--- config.mk ---
export PLATFORM = sky130hd
export DESIGN_NAME = bie_merge
export DESIGN_NICKNAME = d
export VERILOG_FILES = /design/src/bie_pkg.sv /design/src/bie_merge.sv
export SDC_FILE = /design/constraint.sdc
export NUM_CORES = 2
export LEC_CHECK = 0
export BUFFER_PORTS_ARGS = -buffer_cell sky130_fd_sc_hd__clkbuf_2
export CORE_MARGIN = 1
export CORE_UTILIZATION = 50
export CTS_CLUSTER_SIZE = 12
export DETAILED_ROUTE_END_ITERATION = 10
export PLACE_DENSITY = 0.76
export SETUP_SLACK_MARGIN = 0.15
export SYNTH_ARGS = -nofsm -noshare
export SYNTH_HDL_FRONTEND = slang
export SYNTH_SLANG_ARGS = --single-unit
--- constraint.sdc ---
create_clock -name i_clk -period 8.3 [get_ports i_clk]
set_input_delay 1.66 -clock i_clk [delete_from_list [all_inputs] [get_ports i_clk]]
set_output_delay 1.66 -clock i_clk [all_outputs]
set_load 0.005 [all_outputs]
--- src/bie_pkg.sv ---
// ----------------------------------------------------------------------------
// bie_pkg
// Shared types, constants and helper functions of the 2x2 block encoder.
// ----------------------------------------------------------------------------
package bie_pkg;

    typedef logic signed [17:0] t_q;

    typedef struct packed {
        t_q y;
        t_q pb;
        t_q pr;
    } t_lane_out;

    localparam int DIV_LAT   = 17;
    localparam int LANE_LAT  = DIV_LAT + 2;
    localparam int MERGE_LAT = 4;
    localparam int TOTAL_LAT = LANE_LAT + MERGE_LAT;

    localparam int LUMA_SCALE     = 511;
    localparam int GRADIENT_SCALE = 50;
    localparam int GRAD_LIMIT     = 19660;

    localparam t_q Q_MAX = 18'sd131071;
    localparam t_q Q_MIN = -18'sd131072;

    localparam logic [7:0] CFG_PIXEL_MAX  = 8'd0;
    localparam logic [7:0] CFG_TABLE_LOW  = 8'd1;
    localparam logic [7:0] CFG_TABLE_HIGH = 8'd2;

    localparam logic [15:0] PIXEL_MAX_RESET = 16'd255;

    // color matrix in Q0.16
    localparam t_q K_YR  = 18'sd19595;
    localparam t_q K_YG  = 18'sd38470;
    localparam t_q K_YB  = 18'sd7471;
    localparam t_q K_PBR = -18'sd11058;
    localparam t_q K_PBG = -18'sd21710;
    localparam t_q K_PBB = 18'sd32768;
    localparam t_q K_PRR = 18'sd32768;
    localparam t_q K_PRG = -18'sd27439;
    localparam t_q K_PRB = -18'sd5329;

    function automatic t_q sat_q(input logic signed [21:0] v);
        t_q r;
        if (v > 22'(Q_MAX)) begin
            r = Q_MAX;
        end else if (v < 22'(Q_MIN)) begin
            r = Q_MIN;
        end else begin
            r = v[17:0];
        end
        return r;
    endfunction

    function automatic logic [4:0] grad_code(input t_q v);
        logic [17:0] m;
        logic [23:0] p;
        logic [7:0]  q;
        logic [4:0]  r;
        m = v[17] ? 18'(-v) : 18'(v);
        p = 24'(m) * 24'(GRADIENT_SCALE) + 24'd32768;
        q = p[23:16];
        if (q > 8'd15) begin
            q = 8'd15;
        end
        r = q[4:0];
        if (v[17]) begin
            r = 5'(-r);
        end
        if (v > 18'(GRAD_LIMIT)) begin
            r = 5'd15;
        end else if (v < -18'(GRAD_LIMIT)) begin
            r = 5'(-15);
        end
        return r;
    endfunction

endpackage

--- src/bie_merge.sv ---
// ----------------------------------------------------------------------------
// bie_merge
// Combine the four lanes: Haar transform, quantize, nearest chroma level, pack.
// ----------------------------------------------------------------------------
module bie_merge (
    input  logic               i_clk,
    input  logic               i_en,
    input  bie_pkg::t_lane_out i_pix [4],
    input  logic [63:0]        i_table_low,
    input  logic [63:0]        i_table_high,
    output logic [31:0]        o_code
);
    import bie_pkg::*;

    // stage 1
    t_q r_a, r_b, r_c, r_d, r_pb, r_pr;
    // stage 2
    logic [8:0]  r_la, r_la3;
    logic [4:0]  r_gb, r_gc, r_gd, r_gb3, r_gc3, r_gd3;
    logic [18:0] r_dpb [16];
    logic [18:0] r_dpr [16];
    // stage 3
    logic [18:0] r_mpb_d [4];
    logic [3:0]  r_mpb_i [4];
    logic [18:0] r_mpr_d [4];
    logic [3:0]  r_mpr_i [4];
    // stage 4
    logic [31:0] r_code;

    function automatic t_q avg4(input t_q p, input t_q q, input t_q s, input t_q t,
                                input logic [1:0] neg);
        logic signed [21:0] sum;
        logic signed [21:0] w;
        w   = 22'(q);
        sum = 22'(p) + (neg[0] ? -w : w);
        w   = 22'(s);
        sum = sum + (neg[1] ? -w : w);
        sum = sum + 22'(t) + 22'sd2;
        return sat_q(22'(sum >>> 2));
    endfunction

    // stage 1: transform with y1 = tl, y2 = tr, y3 = bl, y4 = br
    always_ff @(posedge i_clk) begin
        if (i_en) begin
            r_a  <= avg4(i_pix[3].y, i_pix[2].y, i_pix[1].y, i_pix[0].y, 2'b00);
            r_b  <= avg4(i_pix[3].y, i_pix[2].y, i_pix[1].y, -i_pix[0].y, 2'b10);
            r_c  <= avg4(i_pix[3].y, i_pix[2].y, i_pix[1].y, -i_pix[0].y, 2'b01);
            r_d  <= avg4(i_pix[3].y, i_pix[2].y, i_pix[1].y, i_pix[0].y, 2'b11);
            r_pb <= avg4(i_pix[0].pb, i_pix[1].pb, i_pix[2].pb, i_pix[3].pb, 2'b00);
            r_pr <= avg4(i_pix[0].pr, i_pix[1].pr, i_pix[2].pr, i_pix[3].pr, 2'b00);
        end
    end

    // stage 2
    logic signed [28:0] la_p;
    logic signed [12:0] la_r;
    logic [8:0]         n_la;

    always_comb begin
        la_p = 29'(r_a) * 29'(LUMA_SCALE) + 29'sd32768;
        la_r = la_p[28:16];
        if (la_r < 13'sd0) begin
            n_la = 9'd0;
        end else if (la_r > 13'sd511) begin
            n_la = 9'd511;
        end else begin
            n_la = la_r[8:0];
        end
    end

    function automatic logic [18:0] level_gap(input t_q v, input logic [7:0] lvl);
        logic signed [19:0] df;
        df = 20'(v) - $signed({{4{lvl[7]}}, lvl, 8'h00});
        return df[19] ? 19'(-df) : df[18:0];
    endfunction

    for (genvar e = 0; e < 16; e++) begin : g_dist
        logic [7:0] lvl;
        if (e < 8) begin : g_lo
            assign lvl = i_table_low[e*8 +: 8];
        end else begin : g_hi
            assign lvl = i_table_high[(e-8)*8 +: 8];
        end
        always_ff @(posedge i_clk) begin
            if (i_en) begin
                r_dpb[e] <= level_gap(r_pb, lvl);
                r_dpr[e] <= level_gap(r_pr, lvl);
            end
        end
    end

    always_ff @(posedge i_clk) begin
        if (i_en) begin
            r_la <= n_la;
            r_gb <= grad_code(r_b);
            r_gc <= grad_code(r_c);
            r_gd <= grad_code(r_d);
        end
    end

    // stage 3: pick within groups of four, lower index wins a tie
    function automatic logic [22:0] pick(input logic [18:0] da, input logic [3:0] ia,
                                         input logic [18:0] db, input logic [3:0] ib);
        return (db < da) ? {db, ib} : {da, ia};
    endfunction

    for (genvar g = 0; g < 4; g++) begin : g_grp
        logic [22:0] pb0, pb1, pbm, pr0, pr1, prm;
        assign pb0 = pick(r_dpb[4*g], 4'(4*g), r_dpb[4*g+1], 4'(4*g+1));
        assign pb1 = pick(r_dpb[4*g+2], 4'(4*g+2), r_dpb[4*g+3], 4'(4*g+3));
        assign pbm = pick(pb0[22:4], pb0[3:0], pb1[22:4], pb1[3:0]);
        assign pr0 = pick(r_dpr[4*g], 4'(4*g), r_dpr[4*g+1], 4'(4*g+1));
        assign pr1 = pick(r_dpr[4*g+2], 4'(4*g+2), r_dpr[4*g+3], 4'(4*g+3));
        assign prm = pick(pr0[22:4], pr0[3:0], pr1[22:4], pr1[3:0]);
        always_ff @(posedge i_clk) begin
            if (i_en) begin
                r_mpb_d[g] <= pbm[22:4];
                r_mpb_i[g] <= pbm[3:0];
                r_mpr_d[g] <= prm[22:4];
                r_mpr_i[g] <= prm[3:0];
            end
        end
    end

    always_ff @(posedge i_clk) begin
        if (i_en) begin
            r_la3 <= r_la;
            r_gb3 <= r_gb;
            r_gc3 <= r_gc;
            r_gd3 <= r_gd;
        end
    end

    // stage 4: final pick and pack
    logic [22:0] fb0, fb1, fbm, fr0, fr1, frm;
    assign fb0 = pick(r_mpb_d[0], r_mpb_i[0], r_mpb_d[1], r_mpb_i[1]);
    assign fb1 = pick(r_mpb_d[2], r_mpb_i[2], r_mpb_d[3], r_mpb_i[3]);
    assign fbm = pick(fb0[22:4], fb0[3:0], fb1[22:4], fb1[3:0]);
    assign fr0 = pick(r_mpr_d[0], r_mpr_i[0], r_mpr_d[1], r_mpr_i[1]);
    assign fr1 = pick(r_mpr_d[2], r_mpr_i[2], r_mpr_d[3], r_mpr_i[3]);
    assign frm = pick(fr0[22:4], fr0[3:0], fr1[22:4], fr1[3:0]);

    always_ff @(posedge i_clk) begin
        if (i_en) begin
            r_code <= {r_la3, r_gb3, r_gc3, r_gd3, fbm[3:0], frm[3:0]};
        end
    end

    assign o_code = r_code;

endmodule

==> impl_metrics.ini <==
[timing]
fin_crit_sh = 0.902
finalCriticalPeriod_ps = 7490
finalClockSkew_ps = 60.4
hold_violations = 0
setup-violations-final = 0
slew_viol_final = 0
tns_ps = 0
relSlewSlack = 0.172
tightest_slew_ps = 1220
rsz0062_at_grt = false
max_freq_ghz = 0.134

[global_routing]
grt_pass1_wl_um = 367000
antenna_found_initial = 14
grt_usage = 0.257
grt_max_degree = 179
grt_pass1_vias = 68661
grt_overflow = 0

[drt]
first_pass_iters = 7
vias_per_cell = 5.69
wl_per_cell_um = 20.1
drc = 0
drt-initial-drc-count = 5234
routed_wl_um = 239000
final_antenna_net_count = 0
vias = 67867

[die]
core_area_um2 = 179000
std_cell_rows = 155
dieArea_um2 = 183000
die_h_um = 427
die_x_um = 427
start_util = 0.505
ioPinCount = 378

[setup_path]
r2r_start = r_b[2]$_SDFFCE_PN1P_
timing.rr.end = r_gb[2]$_SDFFCE_PP1P_
end_kind = flip-flop
cpPeakStageDelay_ps = 530
r2r_setup_slack_ps = 810
worstSetupStartpointType = flip-flop
slowest_stage = fa_1
cp_data_arrival_time_ps = 8070
cp_max_fo = 7
path_class = reg -> reg
cpMostUsedCell = or3_1
r2r_cells = 28
worstPathRequired_ps = 8880

[logic_synthesis]
synth_seq_cells = 934
synthCells = 9079
yosys_warnings = 0
ys_async_sr_fraction = 0
synth-main-ff-cell = edfxtp_1
ys_seq_area_frac = 0.310
synth-edff-count = 934
avgSynthCellArea_um2 = 9.96
yosysTopAreaCell = edfxtp_1
syn-num-nets = 11033
syn_area_um2 = 90400
yosysMostFrequentCell = inv_1
yosys.area.top_type_share = 0.310
synth_cell_types = 87
synthTopCellsByCount = inv_1 (1329), ha_1 (1293), edfxtp_1 (934), nor2_1 (625), xor2_1 (598)
synth_area_leaders = edfxtp_1 (31%), ha_1 (18%), fa_1 (7.0%)

[min_path]
whs_endpoint = r_la3[3]$_DFFE_PP_
hold_path.class = reg -> reg
holdPathStages = 0
hold_start = r_la[3]$_SDFFCE_PN0P_

[placed_design]
port_buffers = 377
place_congestion = 0.976
hpwl_um = 189000

[run]
max_cap_viol_count = 0

[cells_and_area]
fin_nets = 11426
drive_gt1_frac = 0.0860
area_delta_synth_final_pct = 9.66

[clock_network]
holdBufCountCts = 0
cts_tree = done
clock-sinks = 934
cts_setup_buffers = 0
clockBufferDepth = 3
cts_resized = 0
clock-root-buffer = clkbuf_16
cts_buffers = 108
htreeDepth = 3
clk_latency_ps = 760
clk_pin_slew_ps = 70

[outcome]
status = finished, final reports clean
## metrics by stage
step / cells / utilization / instance area (um2) / setup slack (ps) / hold WS (ps)
floorplan: 9079 / - / 90400 / 1390 / 400
global placement: 11717 / 0.534 / 95600 / 413 / 402
detailed placement: 11717 / 0.534 / 95600 / 413 / 405
CTS: 11911 / 0.554 / 99100 / 835 / 398
global route: 11918 / 0.554 / 99100 / 282 / 414
finish: 11921 / 0.554 / 99100 / 810 / 403
## cells by family (layout without fill, tap and decap cells)
logic type | after synthesis | in the layout | share of synthesized area
buf+inv | 1546 | 2023 | 0.0646
xor+xnor | 1004 | 1004 | 0.0973
flops | 934 | 934 | 0.310
simple gates | 1696 | 1696 | 0.0925
other cells | 0 | 10 | 0
fa+ha+maj | 1609 | 1609 | 0.249
mux | 586 | 586 | 0.0659
compound gates | 1704 | 1704 | 0.121
## metal layers
layer	part of all wire	vias up	track usage
met4	0.056	6	0.138
met1	0.41	32768	0.329
li1	-	32361	-
met5	0.00018	-	0
met2	0.46	2212	0.423
met3	0.068	520	0.0309
## sequential cells by signal, summed over array words and instances, names as in the netlist, 8 cells and up
name	count
r_pr	18
r_a	18
r_mpr_d	76
r_la3	9
r_mpr_i	8
r_b	18
r_mpb_i	8
r_mpb_d	76
r_pb	18
o_code	32
r_dpr	289
r_dpb	289
r_la	9
r_c	18
r_d	18
## cells in the final DEF, fill, tap and decap left out, types with 28 or more instances in the layout
cell type,count
xnor2_1,405
o211ai_1,29
buf_4,118
mux2_2,76
o21bai_1,74
a21o_1,231
nand2b_1,116
o21ai_0,298
nor3_1,165
clkbuf_16,110
edfxtp_1,934
nand4_1,42
xor2_1,598
inv_1,1329
nor4_1,34
nor2_1,625
nand3_1,70
a2111oi_0,28
nand2_1,243
ha_1,1293
a21boi_0,55
a31oi_1,73
fa_1,315
o21a_1,166
or3_1,34
nor2b_1,178
nand3b_1,48
clkbuf_2,376
a21oi_1,540
mux2i_1,508
## how the worst max path moves through the flow
stage | from | end | depth (start not counted)
finish | r_b[2]$_SDFFCE_PN1P_ | r_gb[2]$_SDFFCE_PP1P_ | 28
global route | r_b[2]$_SDFFCE_PN1P_ | r_gb[2]$_SDFFCE_PP1P_ | 28
detailed placement | i_pix[36] | r_c[12]$_SDFFCE_PN1P_ | 25
CTS | r_b[2]$_SDFFCE_PN1P_ | r_gb[2]$_SDFFCE_PP1P_ | 28
global placement | i_pix[36] | r_c[14]$_SDFFCE_PN1P_ | 25
floorplan | r_b[3]$_SDFFCE_PN1P_ | r_gb[2]$_SDFFCE_PP1P_ | 28
## area by class of cell
cell class,count,area (um2)
inverters,1330,4990
fillers,15060,79900
diodes,10,25.0
repair buffers,499,2860
clock inverters,66,739
clock buffers,128,2820
well taps,2355,2950
flip-flops and latches,934,28000
multi-input cells,6599,56700
## critical path, delay by kind of cell (launching register included)
family / cells / cell delay (ps)
compound gates: 5 / 1230
xor+xnor: 1 / 360
fa+ha+maj: 5 / 1640
buf+inv: 3 / 180
flops: 1 / 440
mux: 1 / 290
simple gates: 13 / 3220
Power is not shown: default switching activity piles up to over one toggle a cycle in this logic, so the estimate is an artifact.
